### config.mk
export PLATFORM = sky130hd
export DESIGN_NAME = i2c_master_write_then_read_core
export DESIGN_NICKNAME = d
export VERILOG_FILES = /design/src/hdl/i2cmw_pkg.sv /design/src/hdl/i2c_master_write_then_read_core.sv
export SDC_FILE = /design/constraint.sdc
export NUM_CORES = 1
export LEC_CHECK = 0
export BUFFER_PORTS_ARGS = -buffer_cell sky130_fd_sc_hd__buf_2
export CORE_MARGIN = 4
export CORE_UTILIZATION = 35
export DETAILED_ROUTE_END_ITERATION = 8
export PLACE_DENSITY = 0.62
export SYNTH_ARGS = -nofsm -noshare
export SYNTH_HDL_FRONTEND = slang
export SYNTH_SLANG_ARGS = --single-unit
### constraint.sdc
create_clock -name i_clk -period 5.1 [get_ports i_clk]
set_input_delay 0.255 -clock i_clk [delete_from_list [all_inputs] [get_ports i_clk]]
set_output_delay 0.255 -clock i_clk [all_outputs]
set_load 0.005 [all_outputs]
### src/hdl/i2cmw_pkg.sv
// ----------------------------------------------------------------------------
// I2C master write-then-read: shared types and constants
// Phase codes, segment codes, status codes and configuration indexes.
// ----------------------------------------------------------------------------
package i2cmw_pkg;

    localparam int WRITE_DEPTH = 16;
    localparam int WIDX_W      = $clog2(WRITE_DEPTH);
    localparam int FILL_W      = $clog2(WRITE_DEPTH + 1);

    typedef enum logic [4:0] {
        P_IDLE, P_ST_WAIT, P_ST_D1, P_ST_D2,
        P_WB_D1, P_WB_WAIT, P_WB_D2, P_WA_D1, P_WA_WAIT, P_WA_D2,
        P_RB_D1, P_RB_WAIT, P_RB_D2, P_RA_D1, P_RA_WAIT, P_RA_D2,
        P_SP_D1, P_SP_WAIT, P_SP_D2, P_SP_D3,
        P_RC_D0, P_RC_PD1, P_RC_PWAIT, P_RC_PD2
    } t_phase;

    typedef enum logic [2:0] {
        SEG_FIRST, SEG_ADDRW, SEG_DATA, SEG_RSTART, SEG_ADDRR, SEG_READ
    } t_seg;

    typedef enum logic [1:0] {
        OP_TICK, OP_LOAD, OP_LAUNCH, OP_RECOVER
    } t_op;

    localparam logic [2:0] ST_OK      = 3'd0;
    localparam logic [2:0] ST_BAD     = 3'd1;
    localparam logic [2:0] ST_TIMEOUT = 3'd2;
    localparam logic [2:0] ST_NACK    = 3'd3;
    localparam logic [2:0] ST_RECFAIL = 3'd4;

    localparam logic REG_HALF    = 1'b0;
    localparam logic REG_TIMEOUT = 1'b1;

    localparam logic [3:0] RECOVERY_PULSES = 4'd9;
    localparam logic [3:0] BITS_PER_BYTE   = 4'd8;

endpackage

### src/hdl/i2c_master_write_then_read_core.sv
// ----------------------------------------------------------------------------
// I2C master write-then-read core
// Open-drain I2C master stepped by tick beats, with clock stretching and
// bus recovery.
// ----------------------------------------------------------------------------
// channel  direction  tdata (low bit up)                                tuser
// s_axis   in         scl, sda, data_byte[8], address[7], wcount[5],    opcode[2]
//                     rcount[16]
// m_axis   out        scl_pull, sda_pull, byte_valid, byte[8], last,    -
//                     done, status[3], busy
// cfg      in         index 0 half period, index 1 stretch timeout
// One beat is handled per cycle unless the output stalls: the phase sequencer
// updates its state from the input beat in one pass and loads the output register.
// Reset is synchronous, active low, and restores the power-on registers.
// The input side takes a beat whenever the output register is empty or is
// being drained in the same cycle; a stalled result holds.
// ----------------------------------------------------------------------------
module i2c_master_write_then_read_core
    import i2cmw_pkg::*;
(
    input  logic        i_clk,
    input  logic        i_rst_n,
    input  logic        s_axis_tvalid,
    output logic        s_axis_tready,
    // scl[0], sda[1], data_byte[9:2], address[16:10], wcount[21:17], rcount[37:22]
    input  logic [39:0] s_axis_tdata,
    // opcode[1:0]
    input  logic [1:0]  s_axis_tuser,
    output logic        m_axis_tvalid,
    input  logic        m_axis_tready,
    // scl_pull[0], sda_pull[1], valid[2], byte[10:3], last[11], done[12],
    // status[15:13], busy[16]
    output logic [23:0] m_axis_tdata,
    input  logic        i_cfg_we,
    input  logic        i_cfg_index,
    input  logic [9:0]  i_cfg_data
);

    logic [7:0] r_half;
    logic [9:0] r_tmo;
    t_phase r_phase, n_phase;
    t_seg   r_seg, n_seg;
    logic [9:0]  r_tick, n_tick;
    logic [3:0]  r_bit, n_bit, r_pulse, n_pulse;
    logic [7:0]  r_shift, n_shift;
    logic [15:0] r_bidx, n_bidx, r_reads, n_reads;
    logic [FILL_W-1:0] r_fill, n_fill, r_writes, n_writes;
    logic [6:0]  r_addr, n_addr;
    logic r_dscl, n_dscl, r_dsda, n_dsda, r_rec, n_rec;
    logic [2:0] r_pend, n_pend;
    logic [7:0] r_store [WRITE_DEPTH];
    logic [7:0] r_sbyte;
    logic r_ov;
    logic [23:0] r_od;

    logic acc;
    logic o_v, o_l, o_d;
    logic [7:0] o_b;
    logic [2:0] o_s;
    logic [1:0] op;
    logic scl, sda;
    logic [4:0] wc;
    logic [15:0] rc;
    logic [9:0] tinc;
    logic dly;

    assign s_axis_tready = !r_ov || m_axis_tready;
    assign acc   = s_axis_tvalid && s_axis_tready;
    assign op    = s_axis_tuser;
    assign scl   = s_axis_tdata[0];
    assign sda   = s_axis_tdata[1];
    assign wc    = s_axis_tdata[21:17];
    assign rc    = s_axis_tdata[37:22];
    assign tinc  = r_tick + 10'd1;
    assign dly   = tinc >= {2'b00, r_half};

    always_comb begin
        n_phase = r_phase; n_seg = r_seg; n_tick = r_tick; n_bit = r_bit;
        n_pulse = r_pulse; n_shift = r_shift; n_bidx = r_bidx; n_reads = r_reads;
        n_fill = r_fill; n_writes = r_writes; n_addr = r_addr; n_dscl = r_dscl;
        n_dsda = r_dsda; n_rec = r_rec; n_pend = r_pend;
        o_v = 1'b0; o_b = 8'd0; o_l = 1'b0; o_d = 1'b0; o_s = ST_OK;
        if (op == OP_TICK) begin
            if (r_phase != P_IDLE) begin
                n_tick = dly ? 10'd0 : tinc;
                unique case (r_phase)
                    P_ST_WAIT, P_WB_WAIT, P_WA_WAIT, P_RB_WAIT, P_RA_WAIT,
                    P_SP_WAIT, P_RC_PWAIT: begin
                        if (scl) begin
                            n_tick = 10'd0;
                            unique case (r_phase)
                                P_ST_WAIT:  n_phase = P_ST_D1;
                                P_WB_WAIT:  n_phase = P_WB_D2;
                                P_WA_WAIT: begin
                                    n_shift = {7'd0, sda}; n_phase = P_WA_D2;
                                end
                                P_RB_WAIT: begin
                                    n_shift = {r_shift[6:0], sda}; n_phase = P_RB_D2;
                                end
                                P_RA_WAIT:  n_phase = P_RA_D2;
                                P_SP_WAIT:  n_phase = P_SP_D2;
                                default:    n_phase = P_RC_PD2;
                            endcase
                        end else if (r_tick >= r_tmo) begin
                            n_tick = 10'd0;
                            if (r_phase == P_SP_WAIT) begin
                                n_phase = P_SP_D2;
                            end else if (r_phase == P_RC_PWAIT) begin
                                o_d = 1'b1; o_s = ST_TIMEOUT; n_rec = 1'b0;
                                n_phase = P_IDLE;
                            end else begin
                                n_pend = ST_TIMEOUT; n_dsda = 1'b1; n_phase = P_SP_D1;
                            end
                        end else begin
                            n_tick = tinc;
                        end
                    end
                    P_ST_D1: if (dly) begin
                        n_dsda = 1'b1; n_phase = P_ST_D2;
                    end
                    P_ST_D2: if (dly) begin
                        n_dscl = 1'b1; n_bit = 4'd0;
                        if (r_seg == SEG_FIRST && r_writes != '0) begin
                            n_seg = SEG_ADDRW; n_shift = {r_addr, 1'b0};
                        end else begin
                            n_seg = SEG_ADDRR; n_shift = {r_addr, 1'b1};
                        end
                        n_dsda = !n_shift[7]; n_phase = P_WB_D1;
                    end
                    P_WB_D1, P_WA_D1, P_RB_D1, P_RA_D1, P_SP_D1, P_RC_PD1: if (dly) begin
                        n_dscl = 1'b0;
                        unique case (r_phase)
                            P_WB_D1: n_phase = P_WB_WAIT;
                            P_WA_D1: n_phase = P_WA_WAIT;
                            P_RB_D1: n_phase = P_RB_WAIT;
                            P_RA_D1: n_phase = P_RA_WAIT;
                            P_SP_D1: n_phase = P_SP_WAIT;
                            default: n_phase = P_RC_PWAIT;
                        endcase
                    end
                    P_WB_D2: if (dly) begin
                        n_dscl = 1'b1; n_shift = {r_shift[6:0], 1'b0};
                        n_bit = r_bit + 4'd1;
                        if (n_bit < BITS_PER_BYTE) begin
                            n_dsda = !n_shift[7]; n_phase = P_WB_D1;
                        end else begin
                            n_dsda = 1'b0; n_phase = P_WA_D1;
                        end
                    end
                    P_WA_D2: if (dly) begin
                        n_dscl = 1'b1;
                        if (r_shift[0]) begin
                            n_pend = ST_NACK; n_dsda = 1'b1; n_phase = P_SP_D1;
                        end else if (r_seg == SEG_ADDRR) begin
                            n_bidx = 16'd0; n_seg = SEG_READ; n_shift = 8'd0;
                            n_bit = 4'd0; n_dsda = 1'b0; n_phase = P_RB_D1;
                        end else if (r_bidx < {11'd0, r_writes}) begin
                            n_seg = SEG_DATA; n_bidx = r_bidx + 16'd1;
                            n_shift = r_sbyte; n_bit = 4'd0; n_dsda = !r_sbyte[7];
                            n_phase = P_WB_D1;
                        end else if (r_reads != 16'd0) begin
                            n_seg = SEG_RSTART; n_dsda = 1'b0; n_dscl = 1'b0;
                            n_phase = P_ST_WAIT;
                        end else begin
                            n_pend = ST_OK; n_dsda = 1'b1; n_phase = P_SP_D1;
                        end
                    end
                    P_RB_D2: if (dly) begin
                        n_dscl = 1'b1; n_bit = r_bit + 4'd1;
                        if (n_bit < BITS_PER_BYTE) begin
                            n_phase = P_RB_D1;
                        end else begin
                            n_dsda = ({16'd0, r_bidx} + 32'd1) < {16'd0, r_reads};
                            n_phase = P_RA_D1;
                        end
                    end
                    P_RA_D2: if (dly) begin
                        n_dscl = 1'b1; n_dsda = 1'b0;
                        o_v = 1'b1; o_b = r_shift;
                        o_l = !(({16'd0, r_bidx} + 32'd1) < {16'd0, r_reads});
                        n_bidx = r_bidx + 16'd1;
                        if (!o_l) begin
                            n_shift = 8'd0; n_bit = 4'd0; n_phase = P_RB_D1;
                        end else begin
                            n_pend = ST_OK; n_dsda = 1'b1; n_phase = P_SP_D1;
                        end
                    end
                    P_SP_D2: if (dly) begin
                        n_dsda = 1'b0; n_phase = P_SP_D3;
                    end
                    P_SP_D3: if (dly) begin
                        o_d = 1'b1;
                        o_s = r_rec ? (sda ? ST_OK : ST_RECFAIL) : r_pend;
                        n_rec = 1'b0; n_phase = P_IDLE;
                    end
                    P_RC_D0: if (dly) begin
                        if (sda) begin
                            o_d = 1'b1; o_s = ST_OK; n_rec = 1'b0; n_phase = P_IDLE;
                        end else begin
                            n_pulse = 4'd0; n_dscl = 1'b1; n_phase = P_RC_PD1;
                        end
                    end
                    P_RC_PD2: if (dly) begin
                        n_pulse = r_pulse + 4'd1;
                        if (sda || n_pulse >= RECOVERY_PULSES) begin
                            n_pend = ST_OK; n_dsda = 1'b1; n_phase = P_SP_D1;
                        end else begin
                            n_dscl = 1'b1; n_phase = P_RC_PD1;
                        end
                    end
                    default: begin
                        n_phase = P_IDLE; n_tick = 10'd0;
                    end
                endcase
            end
        end else if (r_phase == P_IDLE) begin
            unique case (op)
                OP_LOAD: if (r_fill < FILL_W'(WRITE_DEPTH)) n_fill = r_fill + FILL_W'(1);
                OP_LAUNCH: begin
                    n_fill = '0;
                    if ((wc == 5'd0 && rc == 16'd0) || {1'b0, wc} > {1'b0, r_fill}) begin
                        o_d = 1'b1; o_s = ST_BAD; n_rec = 1'b0; n_tick = 10'd0;
                    end else begin
                        n_addr = s_axis_tdata[16:10]; n_writes = wc; n_reads = rc;
                        n_bidx = 16'd0; n_seg = SEG_FIRST; n_rec = 1'b0;
                        n_dsda = 1'b0; n_dscl = 1'b0; n_tick = 10'd0;
                        n_phase = P_ST_WAIT;
                    end
                end
                default: begin
                    n_rec = 1'b1; n_dscl = 1'b0; n_dsda = 1'b0; n_tick = 10'd0;
                    n_phase = P_RC_D0;
                end
            endcase
        end
    end

    always_ff @(posedge i_clk) begin
        if (!i_rst_n) begin
            r_half <= 8'd5; r_tmo <= 10'd200;
            r_phase <= P_IDLE; r_seg <= SEG_FIRST; r_tick <= '0; r_bit <= '0;
            r_pulse <= '0; r_shift <= '0; r_bidx <= '0; r_reads <= '0;
            r_fill <= '0; r_writes <= '0; r_addr <= '0; r_dscl <= 1'b0;
            r_dsda <= 1'b0; r_rec <= 1'b0; r_pend <= ST_OK; r_ov <= 1'b0;
        end else begin
            if (i_cfg_we) begin
                if (i_cfg_index == REG_HALF) r_half <= i_cfg_data[7:0];
                else r_tmo <= i_cfg_data;
            end
            if (acc) begin
                r_phase <= n_phase; r_seg <= n_seg; r_tick <= n_tick; r_bit <= n_bit;
                r_pulse <= n_pulse; r_shift <= n_shift; r_bidx <= n_bidx;
                r_reads <= n_reads; r_fill <= n_fill; r_writes <= n_writes;
                r_addr <= n_addr; r_dscl <= n_dscl; r_dsda <= n_dsda;
                r_rec <= n_rec; r_pend <= n_pend;
                r_ov <= 1'b1;
            end else if (m_axis_tready) begin
                r_ov <= 1'b0;
            end
        end
    end

    // The next write byte is fetched ahead into r_sbyte; the store does not
    // change while a transaction runs.
    always_ff @(posedge i_clk) begin
        if (acc) begin
            r_od <= {7'd0, n_phase != P_IDLE, o_s, o_d, o_l, o_b, o_v, n_dsda, n_dscl};
            r_sbyte <= r_store[n_bidx[WIDX_W-1:0]];
            if (op == OP_LOAD && r_phase == P_IDLE && r_fill < FILL_W'(WRITE_DEPTH))
                r_store[r_fill[WIDX_W-1:0]] <= s_axis_tdata[9:2];
        end
    end

    assign m_axis_tvalid = r_ov;
    assign m_axis_tdata  = r_od;

endmodule

==> qor.csv, run 1 <==
stage;metric;value;unit
cts;Num CTS Buffers;29;
cts;clock tree buffer depth;3;
placement;hpwl dp;27400;µm
timing;setup TNS;0;ps
routing;WL final;39200;µm
synth;asr flop ratio synth;0;%
critical_path;CP Class;reg2reg;
routing;Antenna Nets Post-Route;0;
timing;worst-case clock skew;14.1;ps
die;Die Y-Extent;206;µm
synth;syn_area_per_cell;9.60;µm²
routing;met3 routed WL;2440;µm
routing;drt initial violations;976;
critical_path;required time worst endpoint;5480;ps
cells_and_area;Seq. cell area;0.00674;mm²
power;Pwr Total;4.59;mW
timing;period utilization;89.9;%
timing;Hold Vio Cnt, Final;0;
die;IO Pins;84;
routing;DR vias/cell;5.53;
synth;yosys warns;0;
synth;Mapped Area;0.0137;mm²
cells_and_area;ratio of cells with drive above 1 in the final layout;11.9;%
cts;Max H-tree Level;1;
synth;predominant post-synthesis flop cell;edfxtp_1;
run;Max-Cap Viols;0;
timing;Setup WS post-layout;513;ps
critical_path;Crit path max-delay family;compound AO/OA/AOI/OAI gates;
global_routing;first-pass GRT wire length;60800;µm
power;pwr dens;289;mW/mm²
critical_path;most used cell, CP;nor2_1;
global_routing;largest net degree at the start of global routing;87;
die;Row Count;72;
worst_hold_path;path type of the worst min-delay path;in2reg;
timing;WHS;93.7;ps
cts;Clock Latency Late Sink;570;ps
critical_path;Cell Chain, Critical Path;nand4_2 > or2_2 > nor2_1 > xor2_1 > ha_1 > o21ai_0 > nor2_1 > a21o_1 > o221a_2 > nor2_1 > a31oi_1 > o21ai_2 > a22o_1 > a221oi_1 > o211ai_1;
synth;Synth top area share;33.5;%
synth;library cells used by synthesis;95;
power;maximum VDD drop;0.240;mV
timing;worst slew pin tran;1220;ps
outcome;status;finished, final reports clean;
synth;EDFF count, synth;153;
global_routing;Total GRT Usage;17.9;%
cells_and_area;Nets;1634;
synth;cell taking the most area after synthesis;edfxtp_1;
cells_and_area;area of the multi-input gates;0.00637;mm²
routing;remaining routing DRC violations;0;
placement;DP Worst Slack;617;ps
cts;Reg clk slew, reported paths;60;ps
critical_path;critical path's largest stage delay;640;ps
cts;clk root buf;clkbuf_16;
critical_path;Worst setup EP type;flop;
routing;WL met1;16800;µm
cts;Sink Count;260;
timing;Slew headroom;18.7;%
timing;Slew Limit Fails;0;
die;Core Region;0.0386;mm²
placement;global placement routability congestion;0.971;
cts;post-CTS setup buffer count;0;
critical_path;CP arrival;4960;ps
critical_path;Slowest-stage cell, CP;o21ai_2;
routing;DR pass1 iterations;8;
die;Die ar.;0.0424;mm²
timing;setup repair after global routing missed its margin;false;
global_routing;global route total overflow;0;
timing;fin crit period;4590;ps
routing;uppermost layer routed;met4;
cells_and_area;Filler Cell Count;3730;
timing;final setup fails;0;
routing;via count;11400;
critical_path;Buf+Inv Stages, Crit Path;0;
synth;Syn Inst Count;1426;
die;Starting Density;35.4;%
routing;WL/cell;19.0;µm
synth;largest cells by area after synthesis;edfxtp_1, dfxtp_1, nand2_1;
global_routing;antenna violations before repair;0;
die;Die W;206;µm
timing;FMAX;218;MHz
synth;sequential share of the synthesized area;49.2;%
cells_and_area;antenna cells;0;
placement;# port buffers;74;
cells_and_area;Synth-to-Final Area Change;16.0;%
power;Lkg Pwr;5.74;nW
global_routing;vias in the first global route;11000;
routing;DR WL met2;18500;µm
critical_path;crit-path max FO;21;
synth;Yosys reg bits;260;
cts;CTS tree;done;
critical_path;CP startpoint kind;flop;
per-stage QoR:
step	std cells	util [%]	area [µm²]
after floorplan	1432	-	13700
after global placement	1969	37.8	14600
after detailed placement	1969	37.8	14600
after CTS	2059	41.1	15900
after global routing	2059	41.1	15900
final	2059	41.1	15900
cell type report:
class	instances	share of cell area [%]
multi-input cells	1024	40.1
flip-flops and latches	260	42.4
repair buffers	146	6.37
well taps	518	4.08
clock buffers	43	5.22
clock inverters	7	0.331
inverters	61	1.44
cell families after synthesis:
logic type / Yosys count / share of synthesized area (%)
and+or+nand+nor: 537 / 18.7
AOI/OAI and AO/OA: 389 / 20.1
DFF: 260 / 49.2
buffers and inverters: 148 / 4.52
adders and majority gates: 54 / 4.93
xor gates and xnor gates: 28 / 1.79
muxes: 9 / 0.676
other: 1 / 0.0274
flip-flops by register name, indices dropped and copies added, names as in the netlist:
signal	cells
m_axis_tdata	17
m_axis_tvalid	1
r_addr	7
r_bidx	16
r_bit	4
r_dscl	1
r_dsda	1
r_fill	5
r_half	8
r_pend	2
r_phase	5
r_pulse	4
r_reads	16
r_rec	1
r_sbyte	8
r_seg	3
r_shift	8
r_store	128
r_tick	10
r_tmo	10
r_writes	5
synth_stat cells (10+ instances only):
cell type / n
nand3_1: 56
buf_2: 12
buf_1: 14
a22oi_1: 38
a32o_1: 11
nor4_1: 18
nor3_1: 24
dfxtp_1: 107
and2_1: 23
nand2_1: 212
ha_1: 54
inv_1: 58
nor2b_1: 11
a21oi_1: 118
o21ai_0: 52
clkbuf_1: 51
nand2b_1: 14
and3_1: 12
xor2_1: 14
xnor2_1: 14
o211ai_1: 20
nor2_1: 110
a21o_1: 10
nand4_1: 13
edfxtp_1: 153
a222oi_1: 18
power by group:
part / internal (mW) / switching [mW] / total, mW
sequential: 2.25 / 0.0193 / 2.27
clock: 1.12 / 0.835 / 1.96
combinational: 0.128 / 0.233 / 0.361
total: 3.50 / 1.09 / 4.59
routing by layer:
layer	GRT usage, %	up-vias
li1	-	5457
met5	0	-
met4	6.13	0
met2	29.9	371
met3	2.58	80
met1	23.9	5485
cell usage in the layout (no fill, tap or decap), types with 10 or more instances in the layout:
cell type	n
a21o_1	10
a21oi_1	118
a222oi_1	18
a22oi_1	38
a32o_1	11
and2_1	23
and3_1	12
buf_2	74
buf_4	32
clkbuf_1	10
clkbuf_16	30
dfxtp_1	107
dlygate4sd3_1	40
edfxtp_1	153
ha_1	54
inv_1	58
nand2_1	212
nand2b_1	14
nand3_1	56
nand4_1	13
nor2_1	109
nor2b_1	11
nor3_1	24
nor4_1	18
o211ai_1	20
o21ai_0	52
xnor2_1	14
xor2_1	14
timing repair:
item / in CTS / in global routing
hold buffers: 40 / 0
hold endpoints to repair: 47 / 0
setup endpoints to repair: 0 / 0
resized for setup: 0 / 0
path summary, 6_finish.rpt:
| kind | start | endpoint | slack [ps] | cells past startpoint |
|---|---|---|---|---|
| min | s_axis_tdata[6] | r_store[0][4] | 90 | 1 |
| max | r_tick[2] | r_sbyte[1] | 510 | 15 |
| min reg2reg | r_tmo[8] | r_tmo[8] | 460 | 2 |
| max reg2reg | r_tick[2] | r_sbyte[1] | 510 | 15 |
Note: power is estimated with default switching activity, not from simulation.
==> run 2: changes to the inputs <==
--- a/config.mk
+++ b/config.mk
@@ -5,11 +5,11 @@
 export SDC_FILE = /design/constraint.sdc
 export NUM_CORES = 1
 export LEC_CHECK = 0
-export BUFFER_PORTS_ARGS = -buffer_cell sky130_fd_sc_hd__buf_2
 export CORE_MARGIN = 4
 export CORE_UTILIZATION = 35
 export DETAILED_ROUTE_END_ITERATION = 8
-export PLACE_DENSITY = 0.62
+export DONT_BUFFER_PORTS = 1
+export PLACE_DENSITY = 0.6
 export SYNTH_ARGS = -nofsm -noshare
 export SYNTH_HDL_FRONTEND = slang
 export SYNTH_SLANG_ARGS = --single-unit
==> run 2 against run 1 <==
Core utilization hardly changed. Total power is 4.5% higher. Sequential power hardly changed. Largest cell class unchanged.
==> qor.csv, run 2 (same netlist as run 1, synthesis figures left out) <==
stage;metric;value;unit
placement;hpwl dp;27500;µm
critical_path;worst r2r dst;r_sbyte[1];
timing;Hold Vio Cnt, Final;0;
timing;Slew headroom;19.8;%
critical_path;worst setup path startpoint;r_tick[2];
cts;clock tree buffer depth;3;
timing;worst-case clock skew;19.3;ps
power;maximum VDD drop;0.259;mV
placement;DP Cell Count;1898;
routing;Antenna Nets Post-Route;0;
timing;Slew Limit Fails;0;
critical_path;Cell Chain, Critical Path;nand4_2 > or2_2 > nor2_1 > xor2_1 > ha_1 > o21ai_0 > nor2_1 > a21o_1 > o221a_2 > nor2_1 > a31oi_1 > o21ai_2 > a22o_1 > a221oi_1 > o211ai_1;
cts;clk root buf;clkbuf_16;
outcome;status;finished, final reports clean;
global_routing;largest net degree at the start of global routing;69;
worst_hold_path;path type of the worst min-delay path;in2reg;
critical_path;critical path's largest stage delay;610;ps
die;Die ar.;0.0424;mm²
routing;DR pass1 iterations;6;
critical_path;Slowest-stage cell, CP;o21ai_2;
critical_path;crit-path max FO;21;
critical_path;reg2reg setup slack;660;ps
power;Lkg Pwr;5.59;nW
cts;Clock Latency Late Sink;570;ps
global_routing;vias in the first global route;10900;
cells_and_area;Synth-to-Final Area Change;15.9;%
routing;drt initial violations;987;
routing;remaining routing DRC violations;0;
cts;Reg clk slew, reported paths;60;ps
worst_hold_path;Hold Startpoint;s_axis_tdata[1];
cts;Sink Count;260;
global_routing;first-pass GRT wire length;61500;µm
routing;DR vias/cell;5.57;
critical_path;r2r startpoint;r_tick[2];
run;Max-Cap Viols;0;
cells_and_area;fin cells;2013;
timing;final setup fails;0;
placement;global placement routability congestion;0.943;
timing;period utilization;87.1;%
global_routing;antenna violations before repair;1;
cells_and_area;commonest non-fill, non-tap cell in the layout;nand2_1;
timing;setup TNS;0;ps
critical_path;CP arrival;4810;ps
worst_hold_path;Hold Path End;r_shift[0];
die;IO Pins;84;
cells_and_area;ratio of cells with drive above 1 in the final layout;8.17;%
routing;WL/cell;19.8;µm
cts;CTS tree;done;
cells_and_area;Nets;1583;
global_routing;Total GRT Usage;18.3;%
die;Core Region;0.0386;mm²
critical_path;CP startpoint kind;flop;
routing;via count;11200;
cts;Max H-tree Level;1;
timing;FMAX;225;MHz
routing;WL final;39800;µm
worst_hold_path;hold path depth;4;
cells_and_area;most frequent cells in the layout;nand2_1, edfxtp_1, a21oi_1;
timing;worst slew pin tran;1190;ps
global_routing;global route total overflow;0;
die;Die W;206;µm
critical_path;CP Class;reg2reg;
critical_path;most used cell, CP;nor2_1;
die;Starting Density;35.4;%
placement;dpl cell area;0.0142;mm²
critical_path;Reg2Reg Depth;15;
cts;Num CTS Buffers;30;
die;Die Y-Extent;206;µm
timing;fin crit period;4440;ps
power;Pwr Total;4.79;mW
timing;setup repair after global routing missed its margin;false;
placement;# port buffers;0;
cells_and_area;final instance area;0.0159;mm²
critical_path;Worst setup EP type;flop;
cells_and_area;max reg flops;128;
die;Row Count;72;
critical_path;required time worst endpoint;5470;ps
power;pwr dens;302;mW/mm²
[run 2: cell types whose count changed in the layout (fill, tap and decap cells not counted), sizes merged]
cell and delta:
diode +1, dlygate4sd3 +18, buf -70, clkinvlp +1, clkinv +2, bufinv +2
clkbuf +1, inv -1
[run 2: power breakdown]
part / leakage (nW) / total (mW) / switching (mW) / internal [mW]
Clock: 0.497 / 2.18 / 0.861 / 1.32
Combinational: 2.83 / 0.343 / 0.224 / 0.119
Sequential: 2.27 / 2.27 / 0.0188 / 2.25
[run 2: stage by stage]
stage	util (%)	setup slack [ps]	hold slack, ps
2_1_floorplan	-	1330	354
3_3_place_gp	36.9	740	346
3_5_place_dp	36.9	683	355
4_1_cts	41.0	654	2.74
5_1_grt	41.1	361	55.8
6_report	41.1	658	26.6
[run 2: area by class of cell]
| type | instances | area [µm²] |
|---|---|---|
| multi-input cells | 1024 | 6370 |
| diodes | 1 | 2.50 |
| clock inverters | 11 | 116 |
| flip-flops and latches | 260 | 6740 |
| well taps | 518 | 648 |
| repair buffers | 94 | 863 |
| fillers | 3729 | 22800 |
| clock buffers | 44 | 897 |
| inverters | 61 | 229 |
[run 2: what timing repair did]
item                                   in CTS  in global routing
gates resized for setup                     0                  0
buffers inserted                            0                  0
endpoints found under the hold margin     195                  0
hold buffers                               59                  0
[run 2: worst max path at each step]
stage	end	slack, ps
after CTS	r_sbyte[4]	650
after detailed placement	r_sbyte[4]	680
after floorplan	r_shift[4]	1330
after global routing	r_sbyte[4]	360
after global placement	r_sbyte[2]	740
final	r_sbyte[1]	660
[run 2: worst max-delay path: cells and delay by family, from the launching register on]
kind	cells	cell delay, ps
xor gates and xnor gates	1	180
AOI/OAI and AO/OA	8	2030
and+or+nand+nor	5	1310
adders and majority gates	1	240
DFF	1	470
[run 2: metal layers]
layer  part of all wire [%]  wire length, µm  GRT usage (%)
met1                     43            17100           24.1
met4                    3.7             1470           6.20
met3                    6.6             2640           3.59
met2                     47            18700           30.3
met5                      0                0              0
